<file path="src/design/assert_macros.svh">
// ---------------------------------------------------------------------------
// assertion macros
// clocked property checks that can be compiled out with NO_ASSERTIONS
// ---------------------------------------------------------------------------
`ifndef ASSERT_MACROS_SVH
`define ASSERT_MACROS_SVH

`ifndef NO_ASSERTIONS
// property must hold at every clock edge outside reset
`define MI_ASSERT(lbl, clk, rst_n, prop) \
	lbl: assert property (@(posedge clk) disable iff (!rst_n) (prop)) \
		else $error("assertion failed");
// condition must never be seen at a clock edge outside reset
`define MI_ASSERT_NEVER(lbl, clk, rst_n, cond) \
	lbl: assert property (@(posedge clk) disable iff (!rst_n) !(cond)) \
		else $error("forbidden condition seen");
`else
`define MI_ASSERT(lbl, clk, rst_n, prop)
`define MI_ASSERT_NEVER(lbl, clk, rst_n, cond)
`endif

`endif

</file>
<file path="src/design/mi_pkg.sv">
// ---------------------------------------------------------------------------
// mi_pkg
// shared types and constants of the modular inverse unit
// ---------------------------------------------------------------------------
`default_nettype none

package mi_pkg;

	localparam int WORD_BITS_DEF = 16;
	localparam int INV_BITS      = 16;

	typedef enum logic [2:0] {
		ST_IDLE,
		ST_CHECK_M,
		ST_REDUCE,
		ST_CHECK_V,
		ST_DIV,
		ST_EVAL,
		ST_FINISH
	} state_t;

	// what the output register takes
	typedef enum logic [1:0] {
		RES_NONE,   // no inverse: 0, status 1
		RES_UNIT,   // modulus one: 0, status 0
		RES_ONE,    // value congruent to one: 1, status 0
		RES_COEF    // coefficient of the last row, status 0
	} res_sel_t;

	typedef struct packed {
		logic     load;
		logic     step;
		logic     start;
		logic     next;
		logic     out_load;
		res_sel_t res_sel;
	} cmd_t;

	typedef struct packed {
		logic m_zero;
		logic m_one;
		logic rem_zero;
		logic rem_one;
	} status_t;

endpackage

`default_nettype wire

</file>
<file path="src/design/mi_ctrl.sv">
// ---------------------------------------------------------------------------
// mi_ctrl
// sequencer for the reduction pass and the euclid rows, output valid flag
// ---------------------------------------------------------------------------
`default_nettype none
`include "assert_macros.svh"

module mi_ctrl #(
	parameter int WORD_BITS = mi_pkg::WORD_BITS_DEF
) (
	input  logic             clk,
	input  logic             arst_n,
	input  logic             s_tvalid,
	output logic             s_tready,
	output logic             m_tvalid,
	input  logic             m_tready,
	input  mi_pkg::status_t  status,
	output mi_pkg::cmd_t     cmd
);

	localparam int CNT_BITS = $clog2(WORD_BITS);
	localparam logic [CNT_BITS-1:0] CNT_LAST = CNT_BITS'(WORD_BITS - 1);

	mi_pkg::state_t   state_q, state_d;
	mi_pkg::res_sel_t res_q, res_d;
	logic [CNT_BITS-1:0] cnt_q, cnt_d;
	logic out_valid_q, out_valid_d;

	always_ff @(posedge clk or negedge arst_n) begin
		if (!arst_n) begin
			state_q     <= mi_pkg::ST_IDLE;
			res_q       <= mi_pkg::RES_NONE;
			cnt_q       <= '0;
			out_valid_q <= 1'b0;
		end else begin
			state_q     <= state_d;
			res_q       <= res_d;
			cnt_q       <= cnt_d;
			out_valid_q <= out_valid_d;
		end
	end

	always_comb begin
		state_d      = state_q;
		res_d        = res_q;
		cnt_d        = cnt_q;
		cmd.load     = 1'b0;
		cmd.step     = 1'b0;
		cmd.start    = 1'b0;
		cmd.next     = 1'b0;
		cmd.out_load = 1'b0;
		cmd.res_sel  = res_q;
		case (state_q)
			mi_pkg::ST_IDLE: begin
				if (s_tvalid) begin
					cmd.load = 1'b1;
					state_d  = mi_pkg::ST_CHECK_M;
				end
			end
			mi_pkg::ST_CHECK_M: begin
				if (status.m_zero) begin
					res_d   = mi_pkg::RES_NONE;
					state_d = mi_pkg::ST_FINISH;
				end else if (status.m_one) begin
					res_d   = mi_pkg::RES_UNIT;
					state_d = mi_pkg::ST_FINISH;
				end else begin
					cnt_d   = '0;
					state_d = mi_pkg::ST_REDUCE;
				end
			end
			mi_pkg::ST_REDUCE: begin
				cmd.step = 1'b1;
				cnt_d    = cnt_q + 1'b1;
				if (cnt_q == CNT_LAST) begin
					state_d = mi_pkg::ST_CHECK_V;
				end
			end
			mi_pkg::ST_CHECK_V: begin
				if (status.rem_zero) begin
					res_d   = mi_pkg::RES_NONE;
					state_d = mi_pkg::ST_FINISH;
				end else if (status.rem_one) begin
					res_d   = mi_pkg::RES_ONE;
					state_d = mi_pkg::ST_FINISH;
				end else begin
					cmd.start = 1'b1;
					cnt_d     = '0;
					state_d   = mi_pkg::ST_DIV;
				end
			end
			mi_pkg::ST_DIV: begin
				cmd.step = 1'b1;
				cnt_d    = cnt_q + 1'b1;
				if (cnt_q == CNT_LAST) begin
					state_d = mi_pkg::ST_EVAL;
				end
			end
			mi_pkg::ST_EVAL: begin
				if (status.rem_one) begin
					res_d   = mi_pkg::RES_COEF;
					state_d = mi_pkg::ST_FINISH;
				end else if (status.rem_zero) begin
					res_d   = mi_pkg::RES_NONE;
					state_d = mi_pkg::ST_FINISH;
				end else begin
					cmd.next = 1'b1;
					cnt_d    = '0;
					state_d  = mi_pkg::ST_DIV;
				end
			end
			mi_pkg::ST_FINISH: begin
				// wait until the output register is free or being drained
				if (!out_valid_q || m_tready) begin
					cmd.out_load = 1'b1;
					state_d      = mi_pkg::ST_IDLE;
				end
			end
			default: begin
				state_d = mi_pkg::ST_IDLE;
			end
		endcase
	end

	always_comb begin
		if (cmd.out_load) begin
			out_valid_d = 1'b1;
		end else if (m_tready) begin
			out_valid_d = 1'b0;
		end else begin
			out_valid_d = out_valid_q;
		end
	end

	assign s_tready = (state_q == mi_pkg::ST_IDLE);
	assign m_tvalid = out_valid_q;

	`MI_ASSERT(a_load_then_check, clk, arst_n, cmd.load |=> state_q == mi_pkg::ST_CHECK_M)
	`MI_ASSERT_NEVER(a_no_overwrite, clk, arst_n, cmd.out_load && out_valid_q && !m_tready)
	`MI_ASSERT(a_finish_leaves_valid, clk, arst_n, cmd.out_load |=> out_valid_q)

endmodule

`default_nettype wire

</file>
<file path="src/design/mi_dp.sv">
// ---------------------------------------------------------------------------
// mi_dp
// bit-serial divider with a fused modular multiply-accumulate, euclid rows
// and the output register
// ---------------------------------------------------------------------------
`default_nettype none
`include "assert_macros.svh"

module mi_dp #(
	parameter int WORD_BITS = mi_pkg::WORD_BITS_DEF
) (
	input  logic                        clk,
	input  logic                        arst_n,
	input  logic [WORD_BITS-1:0]        modulus,
	input  logic [WORD_BITS-1:0]        value,
	input  mi_pkg::cmd_t                cmd,
	output mi_pkg::status_t             status,
	output logic [mi_pkg::INV_BITS-1:0] inverse,
	output logic                        inv_status
);

	logic [WORD_BITS-1:0] m_q;
	logic [WORD_BITS-1:0] a_q;     // dividend, shifted out msb first
	logic [WORD_BITS-1:0] b_q;     // divisor
	logic [WORD_BITS-1:0] rem_q;
	logic [WORD_BITS-1:0] acc_q;   // quotient times botb, mod m
	logic [WORD_BITS-1:0] bota_q;
	logic [WORD_BITS-1:0] botb_q;
	logic [mi_pkg::INV_BITS-1:0] inv_q;
	logic stat_q;

	logic [WORD_BITS:0]   shifted;
	logic [WORD_BITS:0]   diff;
	logic                 qbit;
	logic [WORD_BITS-1:0] rem_n;
	logic [WORD_BITS-1:0] acc_dbl;
	logic [WORD_BITS-1:0] acc_n;
	logic [WORD_BITS-1:0] coef;

	function automatic logic [WORD_BITS-1:0] add_mod(
		input logic [WORD_BITS-1:0] x,
		input logic [WORD_BITS-1:0] y,
		input logic [WORD_BITS-1:0] m
	);
		logic [WORD_BITS:0] s;
		logic [WORD_BITS:0] t;
		s = {1'b0, x} + {1'b0, y};
		t = s - {1'b0, m};
		if (s >= {1'b0, m}) begin
			return t[WORD_BITS-1:0];
		end
		return s[WORD_BITS-1:0];
	endfunction

	assign shifted = {rem_q, a_q[WORD_BITS-1]};
	assign diff    = shifted - {1'b0, b_q};
	assign qbit    = (shifted >= {1'b0, b_q});
	assign rem_n   = qbit ? diff[WORD_BITS-1:0] : shifted[WORD_BITS-1:0];
	assign acc_dbl = add_mod(acc_q, acc_q, m_q);
	assign acc_n   = qbit ? add_mod(acc_dbl, botb_q, m_q) : acc_dbl;
	// bota - q*botb mod m, both terms already below m
	assign coef    = (bota_q >= acc_q) ? (bota_q - acc_q) : (bota_q + (m_q - acc_q));

	always_ff @(posedge clk) begin
		if (cmd.load) begin
			m_q    <= modulus;
			a_q    <= value;
			b_q    <= modulus;
			rem_q  <= '0;
			acc_q  <= '0;
			botb_q <= '0;
		end else if (cmd.step) begin
			a_q   <= {a_q[WORD_BITS-2:0], 1'b0};
			rem_q <= rem_n;
			acc_q <= acc_n;
		end else if (cmd.start) begin
			a_q    <= m_q;
			b_q    <= rem_q;
			rem_q  <= '0;
			acc_q  <= '0;
			bota_q <= '0;
			botb_q <= WORD_BITS'(1);
		end else if (cmd.next) begin
			a_q    <= b_q;
			b_q    <= rem_q;
			rem_q  <= '0;
			acc_q  <= '0;
			bota_q <= botb_q;
			botb_q <= coef;
		end
	end

	always_ff @(posedge clk) begin
		if (cmd.out_load) begin
			case (cmd.res_sel)
				mi_pkg::RES_NONE: begin
					inv_q  <= '0;
					stat_q <= 1'b1;
				end
				mi_pkg::RES_UNIT: begin
					inv_q  <= '0;
					stat_q <= 1'b0;
				end
				mi_pkg::RES_ONE: begin
					inv_q  <= mi_pkg::INV_BITS'(1);
					stat_q <= 1'b0;
				end
				mi_pkg::RES_COEF: begin
					inv_q  <= mi_pkg::INV_BITS'(coef);
					stat_q <= 1'b0;
				end
				default: begin
					inv_q  <= '0;
					stat_q <= 1'b1;
				end
			endcase
		end
	end

	assign status.m_zero   = (m_q == '0);
	assign status.m_one    = (m_q == WORD_BITS'(1));
	assign status.rem_zero = (rem_q == '0);
	assign status.rem_one  = (rem_q == WORD_BITS'(1));
	assign inverse    = inv_q;
	assign inv_status = stat_q;

	`MI_ASSERT(a_rem_below_div, clk, arst_n, (cmd.step && b_q != '0) |=> rem_q < b_q)
	`MI_ASSERT(a_coef_reduced, clk, arst_n, cmd.next |=> botb_q < m_q)

endmodule

`default_nettype wire

</file>
<file path="src/design/modular_inverse_unit.sv">
// ---------------------------------------------------------------------------
// modular_inverse_unit
// modular inverse by the extended euclid table, one item at a time
// ---------------------------------------------------------------------------
// Takes a modulus and a value and returns the inverse of the value modulo the
// modulus, with status 1 and inverse 0 when the gcd is not 1. One item is
// worked on at a time: after the input beat come a check of the modulus, a
// reduction of the value modulo the modulus, a check of the remainder, then a
// division and an evaluation for every euclid row, and finally the load of
// the output register; 16-bit operands need at most about 23 rows. The row
// time is set by the one-bit-per-cycle divider, which forms the quotient times
// coefficient product mod the modulus on the fly. A modulus of zero or one
// finishes after the first check, and a value that reduces to zero or one
// after the check of the remainder. The next input beat is taken as soon as
// the result sits in the output register.
`default_nettype none

module modular_inverse_unit #(
	parameter int WORD_BITS = mi_pkg::WORD_BITS_DEF
) (
	input  logic                                 clk,
	input  logic                                 arst_n,
	input  logic                                 s_tvalid,
	output logic                                 s_tready,
	input  logic [((2*WORD_BITS+7)/8)*8-1:0]     s_tdata,   // modulus, value
	output logic                                 m_tvalid,
	input  logic                                 m_tready,
	output logic [mi_pkg::INV_BITS-1:0]          m_tdata,   // inverse
	output logic                                 m_tuser    // status
);

	mi_pkg::cmd_t    cmd;
	mi_pkg::status_t status;

	mi_ctrl #(
		.WORD_BITS (WORD_BITS)
	) u_ctrl (
		.clk      (clk),
		.arst_n   (arst_n),
		.s_tvalid (s_tvalid),
		.s_tready (s_tready),
		.m_tvalid (m_tvalid),
		.m_tready (m_tready),
		.status   (status),
		.cmd      (cmd)
	);

	mi_dp #(
		.WORD_BITS (WORD_BITS)
	) u_dp (
		.clk        (clk),
		.arst_n     (arst_n),
		.modulus    (s_tdata[WORD_BITS-1:0]),
		.value      (s_tdata[2*WORD_BITS-1:WORD_BITS]),
		.cmd        (cmd),
		.status     (status),
		.inverse    (m_tdata),
		.inv_status (m_tuser)
	);

endmodule

`default_nettype wire

</file>
<file path="config.mk">
export PLATFORM = sky130hd
export DESIGN_NAME = modular_inverse_unit
export DESIGN_NICKNAME = d
export VERILOG_FILES = /design/src/design/mi_pkg.sv /design/src/design/mi_ctrl.sv /design/src/design/mi_dp.sv /design/src/design/modular_inverse_unit.sv
export VERILOG_INCLUDE_DIRS = /design/src /design/src/design
export SDC_FILE = /design/constraint.sdc
export NUM_CORES = 1
export LEC_CHECK = 0
export BUFFER_PORTS_ARGS = -buffer_cell sky130_fd_sc_hd__buf_2
export CAP_MARGIN = 25
export CORE_UTILIZATION = 35
export DETAILED_ROUTE_END_ITERATION = 8
export SKIP_CTS_REPAIR_TIMING = 1
export SYNTH_ARGS = -nofsm -noshare
export SYNTH_HDL_FRONTEND = slang
export SYNTH_SLANG_ARGS = --single-unit
</file>
<file path="constraint.sdc">
create_clock -name clk -period 5.4 [get_ports clk]
set_input_delay 0.54 -clock clk [delete_from_list [all_inputs] [get_ports clk]]
set_output_delay 0.54 -clock clk [all_outputs]
set_load 0.02 [all_outputs]
</file>
; ---- Word level (Yosys, flattened, before mapping)
; Index checks and enable logic that the tools add are counted.
[word_totals]
inputBits = 36
elab_cells = 140
register_bits = 139
output_inout_bits = 19
[op_classes]
bitwise_logic = 2
eq_ne = 26
order_cmp = 4
add_sub_neg = 9
muxes = 64
reduce_logical = 22
[op_table]
columns = operator, count
row1 = 16-bit two-way mux, 22
row2 = 16-bit subtractor, 5
row3 = 17-bit by 16-bit greater-or-equal comparator with 1-bit output, 3
row4 = 16-bit case mux with 3 select lines, 1
row5 = 16-bit by 16-bit adder with 17-bit output, 2
row6 = 16-bit by 1-bit == test with 1-bit output (second input constant), 2
row7 = 16-bit zero test, 2
row8 = 4-bit two-way mux, 6
row9 = 3-bit case mux with 7 select lines, 1
row10 = 2-bit two-way mux, 10
row11 = 3-bit two-way mux, 6
row12 = 16-bit adder, 1
row13 = 16-bit greater-or-equal comparator, 1
row14 = 4-bit case mux with 4 select lines, 1
row15 = 1-bit two-way mux, 15
row16 = 2-bit inequality test (second input constant), 7
row17 = 3-bit == test (second input constant), 3
row18 = 3-bit inequality test (second input constant), 3
row19 = 3-bit nonzero test, 3
row20 = 2-bit by 1-bit inequality test with 1-bit output (second input constant), 4
row21 = 4-bit AND reduction, 2
row22 = 4-bit nonzero test, 2
row23 = 7-bit AND reduction, 1
row24 = 3-bit by 2-bit == test with 1-bit output (second input constant), 2
row25 = 17 further kinds, 22

; ---- Longest topological paths before layout
[depth]
depth_word = 10
mapped_depth = 28
mapped_depth_nobuf = 27

; ---- By module
; A second synthesis with hierarchy kept.
[unflattened]
hier_cells = 1282
hier_area_um2 = 11235.8
[by_module_without_submodules]
columns = module, instances, seq_area_each_um2, cells_each, area_each_um2
row1 = mi_dp, 1, 3393.3, 1210, 10588.9
row2 = mi_ctrl, 1, 250.2, 72, 646.9

; ---- Least setup slack after synthesis
; No wires, ideal clock.
[synth_timing]
path_kind = reg2reg
start = reg u_dp.m_q[1]
end = reg u_dp.acc_q[15]
setup_ns = 0.122
synth_period_minus_slack_ns = 5.761
path_stages_with_launch = 25
arrival_time_ns = 5.640
t_required_ns = 5.278
slack_ns = -0.361
n_path_buf = 1
cell_sequence = edfxtp_1 inv_1 ha_1 nor2b_1 nor2_1 o211ai_1 a31oi_1 or2_1 nand2_1 buf_2 mux2i_1 ha_1 nor2b_1 o31a_1 o21a_1 a221o_1 a211o_1 xor2_1 ha_1 nand4_1 nor4_1 a2111oi_2 o211ai_4 mux2_4 a221o_1
[synth_between]
elab_chain_len = 9
word_cells_on_any_way = 13
classes_between = 3 x add/sub / 2 x order compare / 8 x mux
[synth_rtl]
columns = element, line
row1 = from (decl), mi_dp.sv:22  ; logic [WORD_BITS-1:0] m_q;
row2 = from (signal assigned), mi_dp.sv:66  ; m_q <= modulus;
row3 = 16-bit subtractor / 17-bit by 16-bit greater-or-equal comparator with 1-bit output (equally long branches), "mi_dp.sv:48, mi_dp.sv:49"
row4 = 16-bit two-way mux / 1-bit two-way mux (equally long branches), mi_dp.sv:49  ; if (s >= {1'b0, m}) begin
row5 = 16-bit two-way mux, mi_dp.sv:52  ; return s[WORD_BITS-1:0];
row6 = 16-bit by 16-bit adder with 17-bit output, mi_dp.sv:47  ; s = {1'b0, x} + {1'b0, y};
row7 = 16-bit subtractor / 17-bit by 16-bit greater-or-equal comparator with 1-bit output (equally long branches), "mi_dp.sv:48, mi_dp.sv:49"
row8 = 16-bit two-way mux / 1-bit two-way mux (equally long branches), mi_dp.sv:49
row9 = 16-bit two-way mux, mi_dp.sv:52
row10 = 16-bit two-way mux *, mi_dp.sv:60  ; assign acc_n = qbit ? add_mod(acc_dbl, botb_q, m_q) : acc_dbl;
row11 = 16-bit two-way mux *, mi_dp.sv:72  ; end else if (cmd.step) begin
row12 = to (signal assigned), mi_dp.sv:75  ; acc_q <= acc_n;
row13 = to (decl), mi_dp.sv:26  ; logic [WORD_BITS-1:0] acc_q;
; Mark *: on every way between the ends. The rest lies on a longest branch, timed or not. The select of a mux whose other input is x is not followed.
; A chain may end at the register's enable or synchronous reset.

; ---- Worst setup path after layout
; Ends and elaborated chain as after synthesis.

==> metrics.txt <==
synth unique cells=68; Slew Viols, Final=0; Ys Warns=0; CP max stage delay=0.36 ns; hold endpoint=u_dp.m_q[3]$_DFFE_PP_; Reg2Reg Setup Slack=-0.37 ns; top cells by area, synth=edfxtp_1, ha_1, dfxtp_1; grt ovf=0; power per cell area=740 nW/um^2; kind of critical path=flop to flop; Cell Area, Synth=10700 sq um; Worst setup SP type=flop; IO buf count=54; Power, Total=9.85 mW; RR Endpoint=u_dp.acc_q[15]$_SDFFE_PP0P_; Reg area=3640 sq um; initial antenna violation count=0; Clock H-tree levels=4; flops & latches, synth=139; clk_lat worst skew=0.44 ns; gate count after technology mapping=1181; CTS tree=built; Critical Path Stages=25; die width=177 um; drt wl/cell=18.7 um; failing checks=negative setup slack; Critical Path AT=6.09 ns; hold-critical path depth=1; Final #Nets=1522; drt drc=0; Multi-input gate area=6730 sq um; EDFF count, synth=81; global-route wire length before repair=51100 um; Setup Skew=0.0164 ns; via density per instance=5.34; clock sink count=139; Max Root-Sink Buffers=2; Core ar.=29900 sq um; sequential share of the synthesized area=0.340; Most used DFF post-synth=edfxtp_1; Root Driver=clkbuf_16; Vias=9465; Die Ht=177 um; Peak VDD IR=0.351 mV; pin count of the biggest net entering global routing=52; RR Startpoint=u_dp.m_q[1]$_DFFE_PP_; post-route clock period utilization=1.07; final setup vio count=16; MaxCap Viol Count=0; final hold violation count=0; P&R area growth vs syn=24.2%; vias in the first global route=9233; number of fill cells in the layout=2898; CP top delay family=compound AO/OA/AOI/OAI gates; antenna violation net count after detailed routing=0; I/O pin total=55; CP max FO=6; Initial Util=0.359; CTS Buf Count=17; min cycle time layout=5.77 ns; status=finished, violations left; Overall Global Routing Usage=0.215; detailed placement HPWL=25900 um; async set-reset flop share out of synthesis=0.0719; Min Hold Slack=0.315 ns; clock-pin transition on the worst setup and hold timing paths=0.07 ns; final wirelength=33200 um; total die area=31300 sq um; Antenna diodes=0; setup ws final=-0.366 ns; drt pass-1 iters=5; unrepaired setup endpoints after global routing=true; number of buffers and inverters on the critical path=3; Hold Startpoint=s_tdata[3]; Worst-Margin Slew=0.952 ns; Worst setup EP type=flop; top-count cell post-synth=inv_1; post-synth top area share=0.227; RD Place Congestion=0.938; Leakage=5.83 nW; Reg2Reg Depth=25; Max-slew headroom=0.365; Synth Net Count=1334; Mean Syn Cell Area=9.07 sq um; worst hold-check path type=input pin to flop; slowest library cell on the worst path=edfxtp_1; layout cells sized above 1=0.221; Initial DRC Count=599; leading area contributor after synthesis=edfxtp_1; worst endpoint required time=5.72 ns; FP Rows=63; fmax=0.173 GHz; synth cell count leaders=inv_1, ha_1, nor2_1
==> metrics by stage <==
| stage | TNS (ns) | instances | instance area [sq um] | setup slack (ns) | utilization |
|---|---|---|---|---|---|
| after floorplan | -0.0727 | 1181 | 10700 | -0.0727 | - |
| after global placement | -3.21 | 1726 | 12400 | -0.297 | 0.415 |
| after detailed placement | -4.39 | 1726 | 12400 | -0.387 | 0.415 |
| after CTS | -5.18 | 1758 | 13000 | -0.433 | 0.434 |
| after global routing | -7.46 | 1772 | 13300 | -0.569 | 0.445 |
| final | -3.85 | 1772 | 13300 | -0.366 | 0.445 |
==> layout make-up <==
type,instances,area share
Timing Repair Buffer,204,0.105
Sequential cell,139,0.274
Multi-Input combinational cell,888,0.506
Clock inverter,14,0.0122
Inverter,119,0.0336
Clock buffer,18,0.0323
Tap cell,390,0.0367
==> sequential cells by signal (all words and copies together) (netlist names) <==
| signal | cells |
|---|---|
| u_ctrl.cnt_q | 4 |
| u_ctrl.m_tvalid | 1 |
| u_ctrl.res_q | 2 |
| u_ctrl.state_q | 3 |
| u_dp.a_q | 16 |
| u_dp.acc_q | 16 |
| u_dp.b_q | 16 |
| u_dp.bota_q | 16 |
| u_dp.botb_q | 16 |
| u_dp.inv_status | 1 |
| u_dp.inverse | 16 |
| u_dp.m_q | 16 |
| u_dp.rem_q | 16 |
==> where the power goes <==
group	internal, mW	switching (mW)	total, mW
clock	0.692	0.527	1.22
combinational	3.06	3.73	6.79
sequential	1.57	0.270	1.84
total	5.32	4.52	9.85
==> per-layer routing <==
| metal | wire length, um | up-vias | share of wire | track usage |
|---|---|---|---|---|
| met5 | 0 | - | 0 | 0 |
| met4 | 518 | 0 | 0.016 | 0.0571 |
| met3 | 1500 | 32 | 0.045 | 0.0346 |
| met2 | 15900 | 239 | 0.48 | 0.362 |
| met1 | 15200 | 4569 | 0.46 | 0.284 |
| li1 | - | 4625 | - | - |
==> placed cells by master, fill, tap and decap left out, drive strengths merged, types with 25 or more instances in the layout <==
cell    instances
nand2          72
dfxtp          48
a22oi          30
o21ai         102
inv           124
xnor2          47
edfxtp         81
mux2i          29
ha             97
a21oi          81
o21a           25
buf           203
nor2           92
xor2           29
==> worst max-delay path by stage <==
| stage | start | slack, ns | to |
|---|---|---|---|
| global placement | u_dp.m_q[1]$_DFFE_PP_ | -0.30 | u_dp.acc_q[0]$_SDFFE_PP0P_ |
| CTS | u_dp.m_q[0]$_DFFE_PP_ | -0.43 | u_dp.acc_q[15]$_SDFFE_PP0P_ |
| global route | u_dp.m_q[1]$_DFFE_PP_ | -0.57 | u_dp.acc_q[15]$_SDFFE_PP0P_ |
| floorplan | u_dp.m_q[1]$_DFFE_PP_ | -0.07 | u_dp.acc_q[15]$_SDFFE_PP0P_ |
| detailed placement | u_dp.m_q[0]$_DFFE_PP_ | -0.39 | u_dp.acc_q[1]$_SDFFE_PP0P_ |
| finish | u_dp.m_q[1]$_DFFE_PP_ | -0.37 | u_dp.acc_q[15]$_SDFFE_PP0P_ |
==> cells by family (layout without fill, tap and decap cells) <==
logic type,Yosys count,count (layout),share of synthesized area
fa+ha+maj,117,117,0.151
flops,139,139,0.340
mux,50,50,0.0495
xor+xnor,76,76,0.0621
compound gates,348,348,0.210
buf+inv,154,355,0.0549
simple gates,297,297,0.132
(Power assumes the default switching activity.)
